<file path="config.mk">
export PLATFORM = sky130hd
export DESIGN_NAME = range_histogram_counter_unit_flat
export DESIGN_NICKNAME = d
export VERILOG_FILES = /design/src/rtl/rhc_pkg.sv /design/src/rtl/rhc_req_if.sv /design/src/rtl/rhc_rsp_if.sv /design/src/rtl/rhc_binner.sv /design/src/rtl/range_histogram_counter_unit.sv /design/src/flat_wrapper.sv
export SDC_FILE = /design/constraint.sdc
export NUM_CORES = 2
export LEC_CHECK = 0
export ABC_AREA = 1
export BUFFER_PORTS_ARGS = -buffer_cell sky130_fd_sc_hd__buf_2
export CAP_MARGIN = 20
export CORE_UTILIZATION = 35
export CTS_CLUSTER_DIAMETER = 60
export DETAILED_ROUTE_END_ITERATION = 6
export GPL_TIMING_DRIVEN = 0
export SLEW_MARGIN = 10
export SYNTH_ARGS = -nofsm -noshare
export SYNTH_HDL_FRONTEND = slang
export SYNTH_SLANG_ARGS = --single-unit
</file>
<file path="constraint.sdc">
create_clock -name clock -period 13.6 [get_ports clock]
set_clock_uncertainty 0.2 [all_clocks]
set_input_delay 2.04 -clock clock [delete_from_list [all_inputs] [get_ports clock]]
set_output_delay 2.04 -clock clock [all_outputs]
set_load 0.02 [all_outputs]
</file>
<file path="src/rtl/rhc_pkg.sv">
package rhc_pkg;

   localparam int BINS = 32;
   localparam int BIN_W = (BINS > 1) ? $clog2(BINS) : 1;

   localparam int DATA_W = 32;
   localparam int BYTE_W = 8;
   localparam int PROD_W = 2 * DATA_W;
   // The scale product carries 24 fraction bits, which the bin index drops.
   localparam int FRAC_W = 24;
   localparam int IDX_W = PROD_W - FRAC_W;

   localparam int CSR_INDEX_W = 1;
   localparam logic [CSR_INDEX_W-1:0] CSR_RANGE_LOW = 1'b0;
   localparam logic [CSR_INDEX_W-1:0] CSR_BIN_SCALE = 1'b1;

   localparam logic [DATA_W-1:0] COUNT_MAX = {DATA_W{1'b1}};
   localparam logic [BYTE_W-1:0] LOWEST_RESET = {BYTE_W{1'b1}};

   typedef struct packed {
      logic             reject;
      logic [BIN_W-1:0] bin;
   } bin_item_type;

endpackage

</file>
<file path="src/rtl/rhc_req_if.sv">
interface rhc_req_if import rhc_pkg::*; ();
   logic                     valid;
   logic                     ready;
   logic                     mode;
   logic signed [DATA_W-1:0] sample_value;
   logic [BYTE_W-1:0]        direct_bin;

   modport source (output valid, mode, sample_value, direct_bin, input ready);
   modport sink (input valid, mode, sample_value, direct_bin, output ready);
endinterface

</file>
<file path="src/rtl/rhc_rsp_if.sv">
interface rhc_rsp_if import rhc_pkg::*; ();
   logic              valid;
   logic              ready;
   logic [BYTE_W-1:0] bin;
   logic [DATA_W-1:0] bin_count;
   logic [DATA_W-1:0] total_count;
   logic [DATA_W-1:0] peak_count;
   logic [BYTE_W-1:0] lowest_bin;
   logic [BYTE_W-1:0] highest_bin;
   logic              rejected;

   modport source (output valid, bin, bin_count, total_count, peak_count, lowest_bin,
                   highest_bin, rejected, input ready);
   modport sink (input valid, bin, bin_count, total_count, peak_count, lowest_bin,
                 highest_bin, rejected, output ready);
endinterface

</file>
<file path="src/rtl/rhc_binner.sv">
module rhc_binner import rhc_pkg::*; (
   input  logic                     clock,
   input  logic                     reset,
   input  logic                     in_valid,
   output logic                     in_ready,
   input  logic                     in_mode,
   input  logic signed [DATA_W-1:0] in_sample,
   input  logic [BYTE_W-1:0]        in_direct,
   input  logic [DATA_W-1:0]        range_low,
   input  logic [DATA_W-1:0]        bin_scale,
   output logic                     out_valid,
   input  logic                     out_ready,
   output bin_item_type             out_item
);

   // Stage 1: offset from the range start.
   logic              v1_ff;
   logic              mode1_ff;
   logic [BYTE_W-1:0] direct1_ff;
   logic              pos1_ff;
   logic [DATA_W-1:0] diff1_ff;
   // Stage 2: scaled offset.
   logic              v2_ff;
   logic              mode2_ff;
   logic [BYTE_W-1:0] direct2_ff;
   logic              pos2_ff;
   logic [IDX_W-1:0]  idx2_ff;
   // Stage 3: clamped bin.
   logic              v3_ff;
   bin_item_type      item3_ff;
   bin_item_type      item3_in;

   logic              s1_adv, s2_adv, s3_adv;
   logic [DATA_W:0]   diff;
   logic [PROD_W-1:0] prod;

   assign s3_adv   = !v3_ff || out_ready;
   assign s2_adv   = !v2_ff || s3_adv;
   assign s1_adv   = !v1_ff || s2_adv;
   assign in_ready = s1_adv;

   assign diff = {in_sample[DATA_W-1], in_sample} - {range_low[DATA_W-1], range_low};
   assign prod = {{DATA_W{1'b0}}, diff1_ff} * {{DATA_W{1'b0}}, bin_scale};

   always_comb begin
      item3_in = '0;
      if (mode2_ff) begin
         item3_in.reject = ({1'b0, direct2_ff} >= (BYTE_W+1)'(BINS));
         item3_in.bin    = direct2_ff[BIN_W-1:0];
      end else if (!pos2_ff) begin
         item3_in.bin = '0;
      end else if (idx2_ff > IDX_W'(BINS - 1)) begin
         item3_in.bin = BIN_W'(BINS - 1);
      end else begin
         item3_in.bin = idx2_ff[BIN_W-1:0];
      end
   end

   always_ff @(posedge clock) begin
      if (reset) begin
         v1_ff <= 1'b0;
         v2_ff <= 1'b0;
         v3_ff <= 1'b0;
      end else begin
         if (s1_adv) v1_ff <= in_valid;
         if (s2_adv) v2_ff <= v1_ff;
         if (s3_adv) v3_ff <= v2_ff;
      end
   end

   always_ff @(posedge clock) begin
      if (s1_adv) begin
         mode1_ff   <= in_mode;
         direct1_ff <= in_direct;
         // A zero or negative offset lands in bin 0.
         pos1_ff    <= !diff[DATA_W] && (diff[DATA_W-1:0] != '0);
         diff1_ff   <= diff[DATA_W-1:0];
      end
      if (s2_adv) begin
         mode2_ff   <= mode1_ff;
         direct2_ff <= direct1_ff;
         pos2_ff    <= pos1_ff;
         idx2_ff    <= prod[PROD_W-1:FRAC_W];
      end
      if (s3_adv) begin
         item3_ff <= item3_in;
      end
   end

   assign out_valid = v3_ff;
   assign out_item  = item3_ff;

endmodule

</file>
<file path="src/rtl/range_histogram_counter_unit.sv">
// Histogram engine: each item bins a Q.8 sample against the range_low and bin_scale
// registers (or takes direct_bin as the bin), increments that bin's saturating count
// and returns one result with the bin, its new count, the saturating total, the peak
// bin count and the lowest and highest bins used. A rejected direct bin changes
// nothing. One item is accepted every cycle while the result side keeps up. An item
// enters the first of five register stages at the edge that accepts it: three binning
// stages (offset, scale multiply, clamp), one read-modify-write stage on the count
// memory, and the output register. Counts live in a synchronous-read RAM; an item
// that hits the same bin as the one ahead of it takes the fresh count by forwarding.
// Per-entry valid bits make the store read as zero after reset, so no clearing pass
// is needed.
module range_histogram_counter_unit import rhc_pkg::*; (
   input  logic                   clock,
   input  logic                   reset,
   rhc_req_if.sink                req_chan,
   rhc_rsp_if.source              rsp_chan,
   input  logic                   csr_wr_en,
   input  logic [CSR_INDEX_W-1:0] csr_index,
   input  logic [DATA_W-1:0]      csr_wdata
);

   logic [DATA_W-1:0] range_low_ff;
   logic [DATA_W-1:0] bin_scale_ff;

   always_ff @(posedge clock) begin
      if (reset) begin
         range_low_ff <= '0;
         bin_scale_ff <= '0;
      end else if (csr_wr_en) begin
         case (csr_index)
            CSR_RANGE_LOW: range_low_ff <= csr_wdata;
            CSR_BIN_SCALE: bin_scale_ff <= csr_wdata;
            default: ;
         endcase
      end
   end

   logic         a_valid;
   logic         m_adv;
   bin_item_type a_item;

   rhc_binner u_binner (
      .clock     (clock),
      .reset     (reset),
      .in_valid  (req_chan.valid),
      .in_ready  (req_chan.ready),
      .in_mode   (req_chan.mode),
      .in_sample (req_chan.sample_value),
      .in_direct (req_chan.direct_bin),
      .range_low (range_low_ff),
      .bin_scale (bin_scale_ff),
      .out_valid (a_valid),
      .out_ready (m_adv),
      .out_item  (a_item)
   );

   logic [DATA_W-1:0] cnt_mem [BINS];
   logic [BINS-1:0]   vld_ff;

   logic              vm_ff;
   bin_item_type      itm_ff;
   logic [DATA_W-1:0] rd_ff;
   logic              rdv_ff;
   logic              fwd_ff;
   logic [DATA_W-1:0] fwd_data_ff;

   logic [DATA_W-1:0] total_ff, total_in;
   logic [DATA_W-1:0] peak_ff, peak_in;
   logic [BYTE_W-1:0] lowest_ff, lowest_in;
   logic [BYTE_W-1:0] highest_ff, highest_in;

   logic              rsp_valid_ff;
   logic [BYTE_W-1:0] rsp_bin_ff;
   logic [DATA_W-1:0] rsp_count_ff;
   logic              rsp_rej_ff;

   logic              out_adv;
   logic              m_fire;
   logic              m_write;
   logic [DATA_W-1:0] old_count;
   logic [DATA_W-1:0] new_count;
   logic [BYTE_W-1:0] m_bin;

   assign out_adv = !rsp_valid_ff || rsp_chan.ready;
   assign m_adv   = !vm_ff || out_adv;
   assign m_fire  = vm_ff && out_adv;
   assign m_write = m_fire && !itm_ff.reject;
   assign m_bin   = BYTE_W'(itm_ff.bin);

   always_comb begin
      if (fwd_ff) begin
         old_count = fwd_data_ff;
      end else if (rdv_ff) begin
         old_count = rd_ff;
      end else begin
         old_count = '0;
      end
      new_count  = (old_count == COUNT_MAX) ? old_count : old_count + DATA_W'(1);
      total_in   = (total_ff == COUNT_MAX) ? total_ff : total_ff + DATA_W'(1);
      peak_in    = (new_count > peak_ff) ? new_count : peak_ff;
      lowest_in  = (m_bin < lowest_ff) ? m_bin : lowest_ff;
      highest_in = (m_bin > highest_ff) ? m_bin : highest_ff;
   end

   // Count memory: read when an item enters the update stage, written as it leaves.
   always_ff @(posedge clock) begin
      if (m_write) begin
         cnt_mem[itm_ff.bin] <= new_count;
      end
      if (m_adv) begin
         rd_ff <= cnt_mem[a_item.bin];
      end
   end

   always_ff @(posedge clock) begin
      if (reset) begin
         vld_ff <= '0;
         rdv_ff <= 1'b0;
         fwd_ff <= 1'b0;
      end else begin
         if (m_write) begin
            vld_ff[itm_ff.bin] <= 1'b1;
         end
         if (m_adv) begin
            rdv_ff <= vld_ff[a_item.bin];
            // The read at this edge misses the write of the same edge.
            fwd_ff <= m_write && (a_item.bin == itm_ff.bin);
         end
      end
   end

   always_ff @(posedge clock) begin
      if (m_adv) begin
         fwd_data_ff <= new_count;
         itm_ff      <= a_item;
      end
   end

   always_ff @(posedge clock) begin
      if (reset) begin
         vm_ff        <= 1'b0;
         rsp_valid_ff <= 1'b0;
         total_ff     <= '0;
         peak_ff      <= '0;
         lowest_ff    <= LOWEST_RESET;
         highest_ff   <= '0;
      end else begin
         if (m_adv) vm_ff <= a_valid;
         if (out_adv) rsp_valid_ff <= vm_ff;
         if (m_write) begin
            total_ff   <= total_in;
            peak_ff    <= peak_in;
            lowest_ff  <= lowest_in;
            highest_ff <= highest_in;
         end
      end
   end

   always_ff @(posedge clock) begin
      if (m_fire) begin
         rsp_rej_ff   <= itm_ff.reject;
         rsp_bin_ff   <= itm_ff.reject ? '0 : m_bin;
         rsp_count_ff <= itm_ff.reject ? '0 : new_count;
      end
   end

   assign rsp_chan.valid       = rsp_valid_ff;
   assign rsp_chan.bin         = rsp_bin_ff;
   assign rsp_chan.bin_count   = rsp_count_ff;
   assign rsp_chan.total_count = total_ff;
   assign rsp_chan.peak_count  = peak_ff;
   assign rsp_chan.lowest_bin  = lowest_ff;
   assign rsp_chan.highest_bin = highest_ff;
   assign rsp_chan.rejected    = rsp_rej_ff;

endmodule

</file>
<file path="src/flat_wrapper.sv">
// flat-port wrapper written by rule: the top's interface ports become plain ports
module range_histogram_counter_unit_flat import rhc_pkg::*;
  (clock, reset, csr_wr_en, csr_index, csr_wdata, req_chan_valid, req_chan_mode, req_chan_sample_value, req_chan_direct_bin, req_chan_ready, rsp_chan_valid, rsp_chan_bin, rsp_chan_bin_count, rsp_chan_total_count, rsp_chan_peak_count, rsp_chan_lowest_bin, rsp_chan_highest_bin, rsp_chan_rejected, rsp_chan_ready);
  rhc_req_if req_chan_i ();
  rhc_rsp_if rsp_chan_i ();
  input  logic clock;
  input  logic reset;
  input  logic csr_wr_en;
  input  logic [CSR_INDEX_W-1:0] csr_index;
  input  logic [DATA_W-1:0] csr_wdata;
  input wire logic [$bits(req_chan_i.valid)-1:0] req_chan_valid;
  input wire logic [$bits(req_chan_i.mode)-1:0] req_chan_mode;
  input wire logic [$bits(req_chan_i.sample_value)-1:0] req_chan_sample_value;
  input wire logic [$bits(req_chan_i.direct_bin)-1:0] req_chan_direct_bin;
  output wire logic [$bits(req_chan_i.ready)-1:0] req_chan_ready;
  output wire logic [$bits(rsp_chan_i.valid)-1:0] rsp_chan_valid;
  output wire logic [$bits(rsp_chan_i.bin)-1:0] rsp_chan_bin;
  output wire logic [$bits(rsp_chan_i.bin_count)-1:0] rsp_chan_bin_count;
  output wire logic [$bits(rsp_chan_i.total_count)-1:0] rsp_chan_total_count;
  output wire logic [$bits(rsp_chan_i.peak_count)-1:0] rsp_chan_peak_count;
  output wire logic [$bits(rsp_chan_i.lowest_bin)-1:0] rsp_chan_lowest_bin;
  output wire logic [$bits(rsp_chan_i.highest_bin)-1:0] rsp_chan_highest_bin;
  output wire logic [$bits(rsp_chan_i.rejected)-1:0] rsp_chan_rejected;
  input wire logic [$bits(rsp_chan_i.ready)-1:0] rsp_chan_ready;
  assign req_chan_i.valid = req_chan_valid;
  assign req_chan_i.mode = req_chan_mode;
  assign req_chan_i.sample_value = req_chan_sample_value;
  assign req_chan_i.direct_bin = req_chan_direct_bin;
  assign req_chan_ready = req_chan_i.ready;
  assign rsp_chan_valid = rsp_chan_i.valid;
  assign rsp_chan_bin = rsp_chan_i.bin;
  assign rsp_chan_bin_count = rsp_chan_i.bin_count;
  assign rsp_chan_total_count = rsp_chan_i.total_count;
  assign rsp_chan_peak_count = rsp_chan_i.peak_count;
  assign rsp_chan_lowest_bin = rsp_chan_i.lowest_bin;
  assign rsp_chan_highest_bin = rsp_chan_i.highest_bin;
  assign rsp_chan_rejected = rsp_chan_i.rejected;
  assign rsp_chan_i.ready = rsp_chan_ready;
  range_histogram_counter_unit u_core (.clock(clock), .reset(reset), .req_chan(req_chan_i), .rsp_chan(rsp_chan_i), .csr_wr_en(csr_wr_en), .csr_index(csr_index), .csr_wdata(csr_wdata));
endmodule
</file>
; ---- Word level (Yosys, flattened, before mapping)
; Memory sizes are Yosys's and may differ from the RTL's. A register that Yosys moved wholly into a read port is not among the register bits.
; Index checks and enable logic that the tools add are counted.
[op_classes]
add_sub_neg = 3
mul = 1
n_lt_le_gt_ge = 8
eq_ne = 3
muxes = 12
bitwise_logic = 3
n_reduce_logical = 24
[op_table]
columns = op, count
row1 = 32-bit two-way mux, 3
row2 = "32-bit by 1-bit adder with 32-bit output, second input constant", 2
row3 = "32-bit equality test, second input constant", 2
row4 = 32-bit by 32-bit multiplier with 64-bit output, 1
row5 = "40-bit by 5-bit greater-than comparator with 1-bit output, second input constant", 1
row6 = 32-bit by 32-bit subtractor with 33-bit output, 1
row7 = 32-bit greater-than comparator, 1
row8 = 32-bit bitwise OR, 1
row9 = 32-bit nonzero test, 1
row10 = 5-bit two-way mux, 3
row11 = "5-bit by 6-bit less-than comparator with 1-bit output, second input constant", 2
row12 = 2-bit AND reduction, 6
row13 = "8-bit by 6-bit greater-or-equal comparator with 1-bit output, second input constant", 1
row14 = 5-bit by 8-bit less-than comparator with 1-bit output, 1
row15 = 1-bit zero test, 7
row16 = 1-bit binary-select mux with 5-bit select, 1
row17 = 1-bit demux with 5-bit select, 1
row18 = 5-bit equality test, 1
row19 = "5-bit by 1-bit greater-or-equal comparator with 1-bit output, second input constant", 1
row20 = 5-bit greater-than comparator, 1
row21 = 1-bit logical AND, 5
row22 = 1-bit logical OR, 5
row23 = 1-bit two-way mux, 4
row24 = 1-bit inverter, 2
[totals]
regBits = 357
ramBits = 1024
inputBits = 79
output_inout_bits = 123
elab_cells = 86
n_memories = 1
[memory_table]
columns = memory, depth, width, rd, rd_ports_with_merged_regs, write_ports, line
row1 = u_core.cnt_mem, 32, 32, 1, 1, 1, range_histogram_counter_unit.sv:57  ; logic [DATA_W-1:0] cnt_mem [BINS];

; ---- Logic depth before layout (Yosys ltp)
[logic_depth]
ltp_word = 6
mapped_depth = 31
mapped_depth_nobuf = 29

; ---- By module
; From an unflattened synthesis, not the netlist that was laid out.
[hier_totals]
cells_unflattened = 9970
area_unflattened_um2 = 94026.4
[by_module_without_submodules]
columns = mod, instances, cells_each, area_each_um2, seq_area_each_um2
row1 = range_histogram_counter_unit, 1, 4665, 53468.8, 37496.0
row2 = rhc_binner, 1, 5305, 40557.6, 3002.9

; ---- Least setup slack after synthesis
; Ideal clock, no wire load.
[synth_path]
path_kind = input -> output
start = input port rsp_chan_ready
end = output port req_chan_ready
t_arrival_ns = 5.068
required_time_ns = 11.360
setup_slack_ns = 6.292
stages = 8
n_path_buf = 0
cell_sequence = nor2_1 > inv_1 > nor2_1 > inv_1 > nor2_1 > inv_1 > nor2_1 > nand2_1
[synth_between]
elab_chain_cells = 5
[synth_lines]
columns = element, line
row1 = start: declaration, flat_wrapper.sv:24  ; input wire logic [$bits(rsp_chan_i.ready)-1:0] rsp_chan_ready;
row2 = 1-bit logical OR, range_histogram_counter_unit.sv:84  ; assign out_adv = !rsp_valid_ff || rsp_chan.ready;
row3 = 1-bit logical OR, range_histogram_counter_unit.sv:85  ; assign m_adv = !vm_ff || out_adv;
row4 = via u_core.m_adv, range_histogram_counter_unit.sv:39  ; logic m_adv;
row5 = 1-bit logical OR, rhc_binner.sv:37  ; assign s3_adv = !v3_ff || out_ready;
row6 = via u_core.u_binner.s3_adv, rhc_binner.sv:33  ; logic s1_adv, s2_adv, s3_adv;
row7 = 1-bit logical OR, rhc_binner.sv:38  ; assign s2_adv = !v2_ff || s3_adv;
row8 = 1-bit logical OR, rhc_binner.sv:39  ; assign s1_adv = !v1_ff || s2_adv;
row9 = end: declaration, flat_wrapper.sv:15  ; output wire logic [$bits(req_chan_i.ready)-1:0] req_chan_ready;
; The timed path passes the listed nets, and every way through them passes these cells.

; ---- Worst setup path in the final report
[layout_path]
start = register u_core.bin_scale_ff[18]
end = register u_core.u_binner.idx2_ff[20], data pin
[layout_between]
elab_chain_cells = 1
[layout_lines]
columns = element, line
row1 = start: declaration, range_histogram_counter_unit.sv:23  ; logic [DATA_W-1:0] bin_scale_ff;
row2 = start signal: assignment, range_histogram_counter_unit.sv:32  ; CSR_BIN_SCALE: bin_scale_ff <= csr_wdata;
row3 = 32-bit by 32-bit multiplier with 64-bit output, rhc_binner.sv:43  ; assign prod = {{DATA_W{1'b0}}, diff1_ff} * {{DATA_W{1'b0}}, bin_scale};
row4 = via u_core.u_binner.prod[44], rhc_binner.sv:35  ; logic [PROD_W-1:0] prod;
row5 = end signal: assignment, rhc_binner.sv:83  ; idx2_ff <= prod[PROD_W-1:FRAC_W];
row6 = end: declaration, rhc_binner.sv:27  ; logic [IDX_W-1:0] idx2_ff;
; The timed path passes the listed nets, and every way through them passes these cells.
; A chain may end at the register's enable or synchronous reset.

==> metrics <==
status finished, final reports clean; reg2reg path depth 25; post-route minimum period between 9000 and 10,000 ps; CTS root buf clkbuf_16; hold violation count in the final report 0; post-place setup slack between 4000 and 5000 ps; Yosys warning total 0; post-synthesis xor/xnor area fraction 0.698%; internal power 13,600 µW; RSZ-0062 raised after global routing false; HPWL after DPL approximately 290,000 µm; Placer Congestion 1.02; Num Clock Sinks 1,408; Die ar. 267,000 µm²; worst vdd rail ir drop between 0.7 and 0.8 mV; Req. time, crit path roughly 14,000 ps; Syn Area/Cell between 9 and 10 µm²; io pins 202; fin crit share roughly two thirds; Mapped Area between 90,000 and 100,000 µm²; synth cell count leaders inv_1 (1,886), nand2_1 (1,745), edfxtp_1 (1,230); row count 188; Setup Crit Path Kind register to register; ys flop type edfxtp_1; Final WS setup about 4400 ps; CP endpoint kind register; Post-synth EDFFs ~1,200; initial antenna violation count 23; Synth Area in Adders approximately a quarter; Hold/Removal Path Class register to register; P&R area growth vs syn 13.7%; register bit total from synthesis between 1,000 and 1,500; Post-CTS Setup Inserts 0; WL final roughly 370,000 µm; routed wire length per instance 26.9 µm; Via density 5.38; Sw Pwr between 10,000 and 15,000 µW; Synth area leaders edfxtp_1 (40%), fa_1 (19%), inv_1 (7.6%); Flop pwr share about a fifth; drt drc 0; Num CTS Buffers between 150 and 200; Sw Ratio about half; routed vias between 70,000 and 80,000; Yosys top cell area share 39.8%; Worst-path clk slew 60 ps; Post-synth ARST share 0%; Clock power frac ~15%; actual slew at the worst max-slew pin 1230 ps; H-tree Lvls 4; Logic pwr share approximately 65%; mux cell area share after synthesis 0%; vias in the first global route roughly 73,000; Final Setup Violations 0; Fillers ~26,000; Mapped Cells 9,635; Final TNS setup 0 ps; max-slew violation count 0; Post-DRT Antenna Nets 0; max-capacitance violation count 0; Synth Area in Simple Gates 13.1%; initial core utilization about a third; largest family of logic cells by synthesized area adder cells; Arr. time, crit path about 9600 ps; Netlist cell types 48; Worst-Skew Late Latency ~860 ps; first-pass GRT wire length 524,000 µm; Seq/Total Area, Yosys approximately 44%; crit path max fanout 10; Layout Utilization between 40% and 50%; Leak Pwr approximately 0.047 µW; Critical Path End u_core.u_binner.idx2_ff[20]$_DFFE_PP_; total grt overflow 0; r2r startpoint u_core.bin_scale_ff[18]$_SDFFE_PP0P_; pin count of the biggest net entering global routing 65; reg2reg end u_core.u_binner.idx2_ff[20]$_DFFE_PP_; share of cells above drive strength 1 between 6 and 7%; DIE WIDTH between 500 and 600 µm; Initial DRC Count 9,803; die height 517 µm; hold buffers post-CTS 0; TritonRoute pass-1 iters 6; Synth Area in Compound Gates 8.85%; GRT Util Overall 27.5%; port bufs between 150 and 200; Cell Pwr Density around 270 nW/µm²; Max-Slew Margin vs Limit around 18%; area leader, netlist edfxtp_1; r2r setup slk 4440 ps; # resized after CTS 0; Max Root-Sink Buffers 3; CTS tree done; nets 11,400; startpoint types register; CP Launch Point u_core.bin_scale_ff[18]$_SDFFE_PP0P_; core area between 200,000 and 300,000 µm²; Max Clk Rate roughly 0.11 GHz; count leader, synth inv_1
-- area by class of cell --
cell class	count	area, µm²	share of cell area [%]
multi-input combinational	5828	43500	41.2
sequential	1408	40500	38.3
inverter	1889	7090	6.72
tap	3515	4400	4.16
clock buffer	205	4100	3.89
timing repair buffer	291	3000	2.84
buffer	515	2070	1.96
clock inverter	74	895	0.847
antenna	7	17.5	0.0166
-- flip-flops by register name (all words and copies together) (netlist names), 6 cells and up --
signal,flops
u_core.range_low_ff,32
u_core.rsp_chan.total_count,32
u_core.cnt_mem,1024
u_core.vld_ff,32
u_core.u_binner.idx2_ff,40
u_core.u_binner.direct1_ff,8
u_core.u_binner.diff1_ff,32
u_core.u_binner.direct2_ff,8
u_core.u_binner.out_item,6
u_core.bin_scale_ff,32
u_core.rsp_chan.lowest_bin,6
u_core.rsp_chan.peak_count,32
u_core.itm_ff,6
u_core.rsp_chan.bin_count,32
u_core.fwd_data_ff,32
u_core.rd_ff,32
-- cells by family (layout without fill, tap and decap cells) --
kind of cell | count (synthesis) | count (layout)
fa+ha+maj | 1231 | 1231
xor+xnor | 74 | 74
simple gates | 3106 | 3106
flops | 1408 | 1408
other cells | 1 | 13
compound gates | 1411 | 1411
buf+inv | 2404 | 2974
-- worst max-delay path, cell delays in order, from the launching register on --
cell	delay, ps
dfxtp_1	300
clkbuf_1	790
clkbuf_1	740
nand2_1	160
fa_1	450
inv_1	80
fa_1	400
inv_1	80
fa_1	450
fa_1	530
inv_1	60
fa_1	580
fa_1	440
fa_1	660
inv_1	100
fa_1	510
inv_1	50
ha_1	430
nand2_1	140
nor2_1	120
inv_1	120
nor2_1	170
nand3_1	80
o21ai_0	740
a21oi_1	190
xnor2_1	320
-- power groups by stage --
stage / Clock (µW) / Combinational (µW) / Sequential [µW]
4_1_cts: 4190 / 17900 / 5600
2_1_floorplan: 0 / 10800 / 5620
5_1_grt: 4350 / 20000 / 5610
3_3_place_gp: 0 / 17700 / 5700
6_report: 4160 / 18200 / 5610
3_5_place_dp: 0 / 17700 / 5690
-- how the worst min path moves through the flow --
stage | from | to | slack (ps) | cells past startpoint
floorplan | u_core.u_binner.out_item[5]$_SDFFCE_PN0P_ | u_core.itm_ff[5]$_DFFE_PP_ | 200 | 0
global placement | u_core.u_binner.direct1_ff[6]$_DFFE_PP_ | u_core.u_binner.direct2_ff[6]$_DFFE_PP_ | 200 | 0
detailed placement | u_core.u_binner.direct1_ff[6]$_DFFE_PP_ | u_core.u_binner.direct2_ff[6]$_DFFE_PP_ | 210 | 0
CTS | u_core.u_binner.direct1_ff[6]$_DFFE_PP_ | u_core.u_binner.direct2_ff[6]$_DFFE_PP_ | 220 | 0
global route | u_core.u_binner.direct1_ff[3]$_DFFE_PP_ | u_core.u_binner.direct2_ff[3]$_DFFE_PP_ | 220 | 0
finish | u_core.u_binner.direct1_ff[3]$_DFFE_PP_ | u_core.u_binner.direct2_ff[3]$_DFFE_PP_ | 220 | 0
-- placed cells by master (no fill, tap or decap), drive strengths merged, types with 6 or more instances in the layout --
| cell type | count |
|---|---|
| nor4 | 16 |
| diode | 7 |
| o21ai | 745 |
| inv | 1895 |
| o22ai | 71 |
| o21a | 11 |
| nor2 | 1063 |
| a21boi | 9 |
| xnor2 | 29 |
| ha | 335 |
| nand3b | 12 |
| a21oi | 259 |
| o221ai | 194 |
| a31oi | 42 |
| nand2 | 1763 |
| bufinv | 6 |
| edfxtp | 1230 |
| nand3 | 159 |
| xor2 | 45 |
| a21o | 13 |
| fa | 896 |
| nand4 | 34 |
| o211ai | 15 |
| o21bai | 17 |
| buf | 373 |
| conb | 6 |
| dfxtp | 178 |
| clkinv | 60 |
| a32oi | 25 |
| nor3 | 55 |
| clkbuf | 638 |
-- per-layer routing --
metal / global-route usage (%) / share of wire [%] / routed length, µm / up-vias
li1: - / - / - / 31600
met1: 35.8 / 38 / 142000 / 37000
met2: 41.4 / 43 / 158000 / 4356
met3: 8.60 / 13 / 47900 / 816
met4: 13.7 / 5.8 / 21400 / 22
met5: 0 / 0.038 / 139 / -
-- stage by stage --
step,total power (µW),area [µm²],std cells,hold WS (ps)
after detailed placement,23400,100000,13400,206
final,28000,106000,13700,219
after CTS,27700,105000,13700,220
after global placement,23400,98300,13300,203
after floorplan,16400,92900,9640,200
after global routing,30000,106000,13700,221
(Power assumes the default switching activity.)
